--- src/design/cansd_pkg.sv ---
// Shared types, constants and helpers for the CAN signal decoder.
// No dependencies; every other design file imports this package.
package cansd_pkg;

  // Field widths
  localparam int unsigned IdW     = 29;
  localparam int unsigned LenW    = 4;
  localparam int unsigned DataW   = 64;
  localparam int unsigned BitW    = 6;
  localparam int unsigned RawW    = 32;
  localparam int unsigned ScaleW  = 32;
  localparam int unsigned ResultW = 64;
  localparam int unsigned CfgIdxW = 3;
  localparam int unsigned CfgDatW = 32;

  // Frame limits
  localparam logic [LenW-1:0] MaxBytes = 4'd8;
  localparam logic [BitW-1:0] MaxField = 6'd32;

  // Stream payload widths (whole bytes)
  localparam int unsigned InTdataW  = 104;
  localparam int unsigned OutTdataW = 96;
  localparam int unsigned OutTuserW = 8;

  // Register reset values
  localparam logic [IdW-1:0]           RstSignalId    = '0;
  localparam logic [BitW-1:0]          RstStartBit    = '0;
  localparam logic [BitW-1:0]          RstFieldLength = 6'd8;
  localparam logic                     RstLittleEnd   = 1'b1;
  localparam logic                     RstSignedField = 1'b0;
  localparam logic signed [ScaleW-1:0] RstScaleFactor = 32'sd65536;
  localparam logic signed [ScaleW-1:0] RstScaleOffset = '0;

  // Configuration register indexes
  typedef enum logic [CfgIdxW-1:0] {
    CFG_SIGNAL_ID     = 3'd0,
    CFG_START_BIT     = 3'd1,
    CFG_FIELD_LENGTH  = 3'd2,
    CFG_LITTLE_ENDIAN = 3'd3,
    CFG_SIGNED_FIELD  = 3'd4,
    CFG_SCALE_FACTOR  = 3'd5,
    CFG_SCALE_OFFSET  = 3'd6
  } cfg_idx_e;

  // Result status codes
  typedef enum logic [1:0] {
    ST_DECODED     = 2'd0,
    ST_ID_MISMATCH = 2'd1,
    ST_BAD_LENGTH  = 2'd2,
    ST_OUT_OF_FRAME = 2'd3
  } status_e;

  // Current signal description
  typedef struct packed {
    logic [IdW-1:0]           signal_id;
    logic [BitW-1:0]          first_bit;
    logic [BitW-1:0]          field_length;
    logic                     little_endian;
    logic                     signed_field;
    logic signed [ScaleW-1:0] scale_factor;
    logic signed [ScaleW-1:0] scale_offset;
  } cfg_t;

  // Reverse byte order of the data word; bit order inside each byte is kept
  function automatic logic [DataW-1:0] byte_swap(input logic [DataW-1:0] d);
    logic [DataW-1:0] r;
    for (int b = 0; b < DataW / 8; b++) begin
      r[b*8 +: 8] = d[(DataW/8 - 1 - b)*8 +: 8];
    end
    return r;
  endfunction

endpackage

--- src/design/cansd_cfg_regs.sv ---
// Configuration register file of the CAN signal decoder.
// Depends on cansd_pkg for the register indexes and the cfg_t struct.
module cansd_cfg_regs import cansd_pkg::*; (
  input  logic               clk_i,
  input  logic               rst_ni,
  input  logic               cfg_valid_i,
  input  logic [CfgIdxW-1:0] cfg_index_i,
  input  logic [CfgDatW-1:0] cfg_data_i,
  output cfg_t               cfg_o
);

  cfg_t cfg_q, cfg_d;

  // Decode the register index of a write transfer
  always_comb begin
    cfg_d = cfg_q;
    if (cfg_valid_i) begin
      case (cfg_index_i)
        CFG_SIGNAL_ID:     cfg_d.signal_id     = cfg_data_i[IdW-1:0];
        CFG_START_BIT:     cfg_d.first_bit     = cfg_data_i[BitW-1:0];
        CFG_FIELD_LENGTH:  cfg_d.field_length  = cfg_data_i[BitW-1:0];
        CFG_LITTLE_ENDIAN: cfg_d.little_endian = cfg_data_i[0];
        CFG_SIGNED_FIELD:  cfg_d.signed_field  = cfg_data_i[0];
        CFG_SCALE_FACTOR:  cfg_d.scale_factor  = $signed(cfg_data_i[ScaleW-1:0]);
        CFG_SCALE_OFFSET:  cfg_d.scale_offset  = $signed(cfg_data_i[ScaleW-1:0]);
        default:           cfg_d = cfg_q;
      endcase
    end
  end

  // Hold registers, load defaults on reset
  always_ff @(posedge clk_i or negedge rst_ni) begin
    if (!rst_ni) begin
      cfg_q.signal_id     <= RstSignalId;
      cfg_q.first_bit     <= RstStartBit;
      cfg_q.field_length  <= RstFieldLength;
      cfg_q.little_endian <= RstLittleEnd;
      cfg_q.signed_field  <= RstSignedField;
      cfg_q.scale_factor  <= RstScaleFactor;
      cfg_q.scale_offset  <= RstScaleOffset;
    end else begin
      cfg_q <= cfg_d;
    end
  end

  assign cfg_o = cfg_q;

endmodule

--- src/design/cansd_extract.sv ---
// Field extraction: identifier/length/bounds checks and raw bit gather.
// Depends on cansd_pkg; purely combinational, fed from the input register.
module cansd_extract import cansd_pkg::*; (
  input  cfg_t                 cfg_i,
  input  logic [IdW-1:0]       frame_id_i,
  input  logic [LenW-1:0]      frame_length_i,
  input  logic [DataW-1:0]     frame_data_i,
  output status_e              status_o,
  output logic [RawW-1:0]      raw_o,
  output logic signed [RawW:0] value_o
);

  logic [LenW-1:0]  nbytes;
  logic [6:0]       nbits;
  logic [6:0]       intel_end;
  logic [6:0]       moto_first;
  logic [6:0]       moto_last;
  logic [6:0]       moto_shamt;
  logic [BitW-1:0]  mask_shamt;
  logic [RawW-1:0]  mask;
  logic [DataW-1:0] intel_bits;
  logic [DataW-1:0] moto_bits;
  logic [RawW-1:0]  field;
  logic [4:0]       sign_idx;
  logic             field_msb;
  logic             len_bad;

  // Clamp the byte count and derive frame size in bits
  assign nbytes = (frame_length_i > MaxBytes) ? MaxBytes : frame_length_i;
  assign nbits  = {nbytes[3:0], 3'b000};

  // Intel: contiguous slice from the start bit
  assign intel_end  = {1'b0, cfg_i.first_bit} + {1'b0, cfg_i.field_length};
  assign intel_bits = frame_data_i >> cfg_i.first_bit;

  // Motorola: sawtooth order is linear once bits inside a byte are mirrored,
  // and the gathered field is then a slice of the byte-swapped word
  assign moto_first = {1'b0, cfg_i.first_bit[5:3], ~cfg_i.first_bit[2:0]};
  assign moto_last  = moto_first + {1'b0, cfg_i.field_length} - 7'd1;
  assign moto_shamt = 7'd64 - moto_first - {1'b0, cfg_i.field_length};
  assign moto_bits  = byte_swap(frame_data_i) >> moto_shamt;

  // Field mask for 1..32 bits
  assign mask_shamt = MaxField - cfg_i.field_length;
  assign mask       = {RawW{1'b1}} >> mask_shamt[4:0];

  assign len_bad = (cfg_i.field_length == '0) || (cfg_i.field_length > MaxField);

  // Checks in priority order
  always_comb begin
    if (frame_id_i != cfg_i.signal_id) begin
      status_o = ST_ID_MISMATCH;
    end else if (len_bad) begin
      status_o = ST_BAD_LENGTH;
    end else if ({1'b0, cfg_i.first_bit} >= nbits) begin
      status_o = ST_OUT_OF_FRAME;
    end else if (cfg_i.little_endian && (intel_end > nbits)) begin
      status_o = ST_OUT_OF_FRAME;
    end else if (!cfg_i.little_endian && ({1'b0, moto_last[6:3]} >= {1'b0, nbytes})) begin
      status_o = ST_OUT_OF_FRAME;
    end else begin
      status_o = ST_DECODED;
    end
  end

  // Select the byte order and apply the mask
  assign field     = (cfg_i.little_endian ? intel_bits[RawW-1:0] : moto_bits[RawW-1:0]) & mask;
  assign sign_idx  = 5'(cfg_i.field_length - 6'd1);
  assign field_msb = field[sign_idx];

  // Zero the outputs unless decoded; sign-extend on request
  always_comb begin
    if (status_o != ST_DECODED) begin
      raw_o   = '0;
      value_o = '0;
    end else begin
      raw_o = field;
      if (cfg_i.signed_field && field_msb) begin
        value_o = $signed({1'b1, field | ~mask});
      end else begin
        value_o = $signed({1'b0, field});
      end
    end
  end

endmodule

--- src/design/cansd_scale.sv ---
// Scaling pipeline: registered multiply, then add offset with saturation.
// Depends on cansd_pkg; owns the last two pipeline stages and the output register.
module cansd_scale import cansd_pkg::*; (
  input  logic                       clk_i,
  input  logic                       rst_ni,
  input  cfg_t                       cfg_i,
  input  logic                       valid_i,
  output logic                       ready_o,
  input  status_e                    status_i,
  input  logic [RawW-1:0]            raw_i,
  input  logic signed [RawW:0]       value_i,
  output logic                       valid_o,
  input  logic                       ready_i,
  output status_e                    status_o,
  output logic [RawW-1:0]            raw_o,
  output logic signed [ResultW-1:0]  scaled_o
);

  logic                       mul_valid_q;
  status_e                    mul_status_q;
  logic [RawW-1:0]            mul_raw_q;
  logic signed [ResultW-1:0]  prod_q;
  logic signed [ResultW:0]    prod_full;
  logic signed [ResultW:0]    sum;
  logic signed [ResultW-1:0]  sum_sat;
  logic                       out_valid_q;
  status_e                    out_status_q;
  logic [RawW-1:0]            out_raw_q;
  logic signed [ResultW-1:0]  out_scaled_q;
  logic                       out_en;
  logic                       mul_en;

  // Advance a stage when it is empty or the next one moves
  assign out_en  = !out_valid_q || ready_i;
  assign mul_en  = !mul_valid_q || out_en;
  assign ready_o = mul_en;

  // Multiply raw value by the Q16.16 factor
  assign prod_full = value_i * cfg_i.scale_factor;

  // Add offset and clamp to the signed 64-bit range
  assign sum = {prod_q[ResultW-1], prod_q}
             + {{(ResultW+1-ScaleW){cfg_i.scale_offset[ScaleW-1]}}, cfg_i.scale_offset};
  always_comb begin
    if (sum[ResultW] != sum[ResultW-1]) begin
      sum_sat = sum[ResultW] ? {1'b1, {(ResultW-1){1'b0}}} : {1'b0, {(ResultW-1){1'b1}}};
    end else begin
      sum_sat = sum[ResultW-1:0];
    end
  end

  // Valid bits
  always_ff @(posedge clk_i or negedge rst_ni) begin
    if (!rst_ni) begin
      mul_valid_q <= 1'b0;
      out_valid_q <= 1'b0;
    end else begin
      if (mul_en) mul_valid_q <= valid_i;
      if (out_en) out_valid_q <= mul_valid_q;
    end
  end

  // Payload registers
  always_ff @(posedge clk_i) begin
    if (mul_en && valid_i) begin
      mul_status_q <= status_i;
      mul_raw_q    <= raw_i;
      prod_q       <= prod_full[ResultW-1:0];
    end
    if (out_en && mul_valid_q) begin
      out_status_q <= mul_status_q;
      out_raw_q    <= mul_raw_q;
      out_scaled_q <= (mul_status_q == ST_DECODED) ? sum_sat : '0;
    end
  end

  assign valid_o  = out_valid_q;
  assign status_o = out_status_q;
  assign raw_o    = out_raw_q;
  assign scaled_o = out_scaled_q;

endmodule

--- src/design/can_signal_decoder.sv ---
// Throughput: one frame per cycle while the master side takes results; stages are input
// register, field gather, multiply, offset add/saturate into the output register.
// Backpressure stalls only the stages behind a full one.
// Reset clears all stage valid bits and loads the register defaults.
// Top level of the CAN signal decoder; depends on cansd_pkg, cansd_cfg_regs,
// cansd_extract and cansd_scale.
module can_signal_decoder import cansd_pkg::*; (
  input  logic                 clk_i,
  input  logic                 rst_ni,
  // Configuration writes
  input  logic                 cfg_valid_i,
  output logic                 cfg_ready_o,
  input  logic [CfgIdxW-1:0]   cfg_index_i,
  input  logic [CfgDatW-1:0]   cfg_data_i,
  // Frame input
  input  logic                 s_axis_tvalid_i,
  output logic                 s_axis_tready_o,
  // frame_id[28:0], frame_length[32:29], frame_data[96:33], zero pad
  input  logic [InTdataW-1:0]  s_axis_tdata_i,
  // Decoded result
  output logic                 m_axis_tvalid_o,
  input  logic                 m_axis_tready_i,
  // raw_value[31:0], scaled_value[95:32]
  output logic [OutTdataW-1:0] m_axis_tdata_o,
  // status[1:0], zero pad
  output logic [OutTuserW-1:0] m_axis_tuser_o
);

  cfg_t                      cfg;
  logic                      in_valid_q;
  logic [IdW-1:0]            in_id_q;
  logic [LenW-1:0]           in_len_q;
  logic [DataW-1:0]          in_data_q;
  status_e                   ex_status;
  logic [RawW-1:0]           ex_raw;
  logic signed [RawW:0]      ex_value;
  logic                      ex_valid_q;
  status_e                   ex_status_q;
  logic [RawW-1:0]           ex_raw_q;
  logic signed [RawW:0]      ex_value_q;
  logic                      sc_ready;
  logic                      ex_en;
  logic                      in_en;
  status_e                   out_status;
  logic [RawW-1:0]           out_raw;
  logic signed [ResultW-1:0] out_scaled;

  assign cfg_ready_o = 1'b1;

  cansd_cfg_regs u_cfg (
    .clk_i       (clk_i),
    .rst_ni      (rst_ni),
    .cfg_valid_i (cfg_valid_i),
    .cfg_index_i (cfg_index_i),
    .cfg_data_i  (cfg_data_i),
    .cfg_o       (cfg)
  );

  // Stage enables
  assign ex_en           = !ex_valid_q || sc_ready;
  assign in_en           = !in_valid_q || ex_en;
  assign s_axis_tready_o = in_en;

  // Input and extract registers
  always_ff @(posedge clk_i or negedge rst_ni) begin
    if (!rst_ni) begin
      in_valid_q <= 1'b0;
      ex_valid_q <= 1'b0;
    end else begin
      if (in_en) in_valid_q <= s_axis_tvalid_i;
      if (ex_en) ex_valid_q <= in_valid_q;
    end
  end

  always_ff @(posedge clk_i) begin
    if (in_en && s_axis_tvalid_i) begin
      in_id_q   <= s_axis_tdata_i[28:0];
      in_len_q  <= s_axis_tdata_i[32:29];
      in_data_q <= s_axis_tdata_i[96:33];
    end
    if (ex_en && in_valid_q) begin
      ex_status_q <= ex_status;
      ex_raw_q    <= ex_raw;
      ex_value_q  <= ex_value;
    end
  end

  cansd_extract u_extract (
    .cfg_i          (cfg),
    .frame_id_i     (in_id_q),
    .frame_length_i (in_len_q),
    .frame_data_i   (in_data_q),
    .status_o       (ex_status),
    .raw_o          (ex_raw),
    .value_o        (ex_value)
  );

  cansd_scale u_scale (
    .clk_i    (clk_i),
    .rst_ni   (rst_ni),
    .cfg_i    (cfg),
    .valid_i  (ex_valid_q),
    .ready_o  (sc_ready),
    .status_i (ex_status_q),
    .raw_i    (ex_raw_q),
    .value_i  (ex_value_q),
    .valid_o  (m_axis_tvalid_o),
    .ready_i  (m_axis_tready_i),
    .status_o (out_status),
    .raw_o    (out_raw),
    .scaled_o (out_scaled)
  );

  // Pack the result
  assign m_axis_tdata_o = {out_scaled, out_raw};
  assign m_axis_tuser_o = {{(OutTuserW-2){1'b0}}, out_status};

`ifndef ASSERT_OFF
  // Items in flight change only by input and output transfers
  assert property (@(posedge clk_i) disable iff (!rst_ni)
    $countones({in_valid_q, ex_valid_q, u_scale.mul_valid_q, m_axis_tvalid_o}) ==
      $past($countones({in_valid_q, ex_valid_q, u_scale.mul_valid_q, m_axis_tvalid_o}))
      + 3'($past(s_axis_tvalid_i && s_axis_tready_o))
      - 3'($past(m_axis_tvalid_o && m_axis_tready_i)))
    else $error("pipeline occupancy does not match transfers");

  // A result that is not decoded carries zero fields
  assert property (@(posedge clk_i) disable iff (!rst_ni)
    (m_axis_tvalid_o && out_status != ST_DECODED) |-> (out_raw == '0 && out_scaled == '0))
    else $error("undecoded result carries nonzero data");

  // A zero raw field scales to the offset alone
  assert property (@(posedge clk_i) disable iff (!rst_ni)
    (m_axis_tvalid_o && out_status == ST_DECODED && out_raw == '0) |->
      (out_scaled == ResultW'(cfg.scale_offset)))
    else $error("zero raw field did not scale to the offset");

  // Unsigned gathered value agrees with raw bits in the extract register
  assert property (@(posedge clk_i) disable iff (!rst_ni)
    (ex_valid_q && ex_status_q == ST_DECODED && !cfg.signed_field) |->
      (ex_value_q == $signed({1'b0, ex_raw_q})))
    else $error("unsigned field value differs from raw bits");
`endif

endmodule

--- config.mk ---
export PLATFORM = sky130hd
export DESIGN_NAME = can_signal_decoder
export DESIGN_NICKNAME = d
export VERILOG_FILES = /design/src/design/cansd_pkg.sv /design/src/design/cansd_cfg_regs.sv /design/src/design/cansd_extract.sv /design/src/design/cansd_scale.sv /design/src/design/can_signal_decoder.sv
export SDC_FILE = /design/constraint.sdc
export NUM_CORES = 2
export LEC_CHECK = 0
export BUFFER_PORTS_ARGS = -buffer_cell sky130_fd_sc_hd__buf_2
export CAP_MARGIN = 20
export CORE_MARGIN = 3
export CORE_UTILIZATION = 24
export CTS_CLUSTER_DIAMETER = 50
export DETAILED_ROUTE_END_ITERATION = 10
export PLACE_DENSITY_LB_ADDON = 0.08
export SLEW_MARGIN = 25
export SYNTH_ARGS = -nofsm -noshare
export SYNTH_HDL_FRONTEND = slang
export SYNTH_SLANG_ARGS = --single-unit
--- constraint.sdc ---
create_clock -name clk_i -period 7.8 [get_ports clk_i]
set_clock_uncertainty 0.2 [all_clocks]
set_input_delay 1.56 -clock clk_i [delete_from_list [all_inputs] [get_ports clk_i]]
set_output_delay 1.56 -clock clk_i [all_outputs]
set_load 0.01 [all_outputs]
==> impl_metrics.tcl <==
set metrics [dict create \
    synth-main-ff-cell "sky130_fd_sc_hd__edfxtp_1" \
    synth_simple_gate_area_share_pct 13.0 \
    fmaxAchievable_ghz 0.122 \
    synth.area.top_cells "sky130_fd_sc_hd__fa_1 (33%), sky130_fd_sc_hd__edfxtp_1 (16%), sky130_fd_sc_hd__inv_1 (5.9%), sky130_fd_sc_hd__ha_1 (5.4%), sky130_fd_sc_hd__and2_1 (5.0%)" \
    synthXorXnorAreaFrac_pct 2.30 \
    path_class "register to register" \
    clock_buffers_created_by_tritoncts 89 \
    clk_pin_slew_worst_paths_ns 0.06 \
    critical_path.max_fanout 3 \
    h-tree-depth 3 \
    worstReg2RegStart "ex_value_q[13]" \
    grt_pass1_wl_um 365000 \
    finalSetupViolCount 18 \
    adder_cell_share_of_the_synthesized_area_pct 38.4 \
    cts.sink_count 470 \
    crit_path_end_kind "register" \
    synth.area.mux_share_pct 9.51 \
    count_of_routing_violations_after_the_opening_detailed_route_iteration 2634 \
    max_cap_violations 0 \
    area_growth_pct 19.9 \
    post-dp-hpwl_um 201000 \
    crit_path_start "ex_value_q[13]" \
    startpoint_type "register" \
    postRouteAntennaNets 0 \
    cts_tree "built" \
    worstHoldPathType "register to register" \
    async_reset_ff_share_pct 23.6 \
    routed_wire_length_per_instance_um 22.3 \
    yosysWarningCount 0 \
    std_cell_core_area_mm2 0.277 \
    design.portCount 251 \
    vias 48600 \
    finalWirelength_um 241000 \
    timing.hold.ws_ns 0.216 \
    number_of_synthesized_flops_with_an_enable_pin 359 \
    synth.largest_area_cell "sky130_fd_sc_hd__fa_1" \
    timing.final.crit_share_pct 105 \
    drc 0 \
    sequential_cell_area_fraction_in_the_yosys_report_pct 20.3 \
    violated_checks "setup timing" \
    final.min_clock_period_ns 8.22 \
    global_route.usage.total_pct 16.9 \
    hold_buffers 0 \
    die_area_mm2 0.285 \
    totalNegativeSetupSlack_ns -3.55 \
    syn_inst 6492 \
    maxSlewHeadroom_pct 27.3 \
    rsz_0062_raised_after_global_routing "yes" \
    most_repeated_cell_in_the_gate_level_netlist_after_synthesis "sky130_fd_sc_hd__fa_1" \
    fin_nets 8550 \
    post_route_cells_drive_above_1_share_pct 21.3 \
    synth_cell_count_leaders "sky130_fd_sc_hd__fa_1 (1106), sky130_fd_sc_hd__inv_1 (1048), sky130_fd_sc_hd__nand2_1 (725)" \
    synth_cell_type_count 92 \
    final-hold-violation-count 0 \
    overflow 0 \
    hp-start "u_scale.mul_raw_q[15]" \
    average_cell_area_after_synthesis_um2 10.3 \
    gp_routability_congestion 0.882 \
    fp-row-count 193 \
    crit_required_ns 8.09 \
    worst_slew_pin_slew_ns 1.09 \
    syn_area_mm2 0.0670 \
    die_y_um 534 \
    pin_count_of_the_biggest_net_entering_global_routing 99 \
    fraction_of_post_synthesis_cell_area_in_the_top_cell_type_by_area_pct 33.1 \
    first_pass_iters 6 \
    drv_slew 0 \
    critical_path_arrival_ns 8.50 \
    status "complete, but fails checks" \
    grt_antenna_before_repair 17 \
    number_of_input_and_output_port_buffers_inserted 236 \
    first_global_vias 53300 \
    dominant_combinational_cell_family_by_area_after_synthesis "adder cells" \
    synth_compound_gate_area_share_pct 7.99 \
    cts.root.buffer_cell "sky130_fd_sc_hd__clkbuf_16" \
    die_w_um 534 \
    final_critical_path_setup_slack_ns -0.418 \
    clkLatencyLatePin_ns 0.80 \
    clk_path_buf_depth 4 \
    postSynthRegisterBits 470 \
    via_to_cell_ratio 4.50 \
    initial_core_util_pct 24.2 \
]
## critical path, stage by stage, from the launching register on
cell	delay (ns)
sky130_fd_sc_hd__edfxtp_1	0.51
sky130_fd_sc_hd__and2_4	0.22
sky130_fd_sc_hd__fa_1	0.56
sky130_fd_sc_hd__fa_1	0.45
sky130_fd_sc_hd__fa_1	0.51
sky130_fd_sc_hd__inv_1	0.05
sky130_fd_sc_hd__fa_2	0.57
sky130_fd_sc_hd__inv_2	0.05
sky130_fd_sc_hd__fa_1	0.51
sky130_fd_sc_hd__inv_2	0.04
sky130_fd_sc_hd__fa_1	0.53
sky130_fd_sc_hd__inv_1	0.05
sky130_fd_sc_hd__fa_1	0.50
sky130_fd_sc_hd__fa_1	0.45
sky130_fd_sc_hd__ha_4	0.30
sky130_fd_sc_hd__nand4_1	0.10
sky130_fd_sc_hd__or3_1	0.34
sky130_fd_sc_hd__or4_4	0.46
sky130_fd_sc_hd__a211o_4	0.39
sky130_fd_sc_hd__a21boi_2	0.14
sky130_fd_sc_hd__buf_6	0.13
sky130_fd_sc_hd__nor2_4	0.04
sky130_fd_sc_hd__o41ai_2	0.21
sky130_fd_sc_hd__buf_4	0.19
sky130_fd_sc_hd__o31ai_4	0.09
sky130_fd_sc_hd__o41ai_2	0.24
sky130_fd_sc_hd__xor2_1	0.12
## what timing repair did
item	in CTS	in global routing
setup endpoints to repair	29	31
pin swaps	101	76
resized for setup	129	118
cloned	2	1
buffers inserted	24	24
## worst paths after layout
check	endpoint	slack [ns]	depth (start not counted)
min reg2reg	u_scale.raw_o[15]	0.22	0
max in group asynchronous	u_cfg.cfg_o[20]	5.57	2
max reg2reg	u_scale.prod_q[61]	-0.42	26
max	u_scale.prod_q[61]	-0.42	26
min in group asynchronous	u_scale.valid_o	0.57	1
min	u_scale.raw_o[15]	0.22	0
## per-layer routing
metal	vias to the layer above	global-route usage [%]	share of wire, %
li1	22100	-	-
met1	25300	25.4	50
met2	933	26.3	44
met3	208	1.66	3.6
met4	0	3.57	2.2
met5	-	0	0
## per-stage QoR
step | worst slack [ns] | cells | cell area (um^2) | util [%]
floorplan | -0.0246 | 6497 | 67100 | -
global placement | -0.740 | 10600 | 76100 | 27.5
detailed placement | -0.702 | 10600 | 76100 | 27.5
CTS | -0.471 | 10800 | 79700 | 28.8
global route | -0.704 | 10800 | 80300 | 29.0
finish | -0.418 | 10800 | 80300 | 29.0
## final cells by class
class / instances / area, um^2
diodes: 3 / 7.51
clock buffers: 109 / 2350
fillers: 29100 / 197000
flip-flops and latches: 470 / 13600
clock inverters: 51 / 513
repair buffers: 816 / 6620
well taps: 3705 / 4640
multi-input cells: 4585 / 48600
inverters: 1051 / 3960
## logic make-up (layout without fill, tap and decap cells)
| kind of cell | Yosys count | count (layout) |
|---|---|---|
| other | 2 | 10 |
| AO/OA/AOI/OAI | 816 | 816 |
| flip-flops | 470 | 470 |
| AND/OR/NAND/NOR | 1763 | 1763 |
| adder cells (fa/ha/maj) | 1393 | 1393 |
| XOR/XNOR | 176 | 176 |
| buffers and inverters | 1442 | 2027 |
| multiplexers | 430 | 430 |
## cells in the final DEF (no fill, tap or decap), drive strengths merged, types with 10 or more instances in the layout
master	n
fa	1106
or3	13
and2	538
xnor2	99
o32ai	11
o211ai	25
and3	27
a21o	120
nor2b	33
inv	1060
xor2	77
mux2	178
dfrtp	108
a31o	11
clkinv	29
mux2i	106
mux4	146
nand3	62
buf	815
o22ai	21
o21ai	182
nor4	23
o21a	21
o21bai	26
a31oi	26
a21oi	201
nand2b	40
clkinvlp	10
nand4	37
clkbuf	110
edfxtp	359
a211o	13
nor2	156
nand2	725
o31ai	21
a211oi	22
ha	287
nor3	68
## flip-flops by register name, indices dropped and copies added, names as in the netlist, 4 cells and up
signal	count
u_cfg.cfg_o	107
in_id_q	29
in_data_q	64
in_len_q	4
u_scale.prod_q	64
u_scale.raw_o	32
u_scale.scaled_o	64
u_scale.mul_raw_q	32
ex_value_q	32
ex_raw_q	32
Power is left out: the tool's default activity adds up to more than one toggle a clock period on the data nets, which glitch-free logic cannot reach.
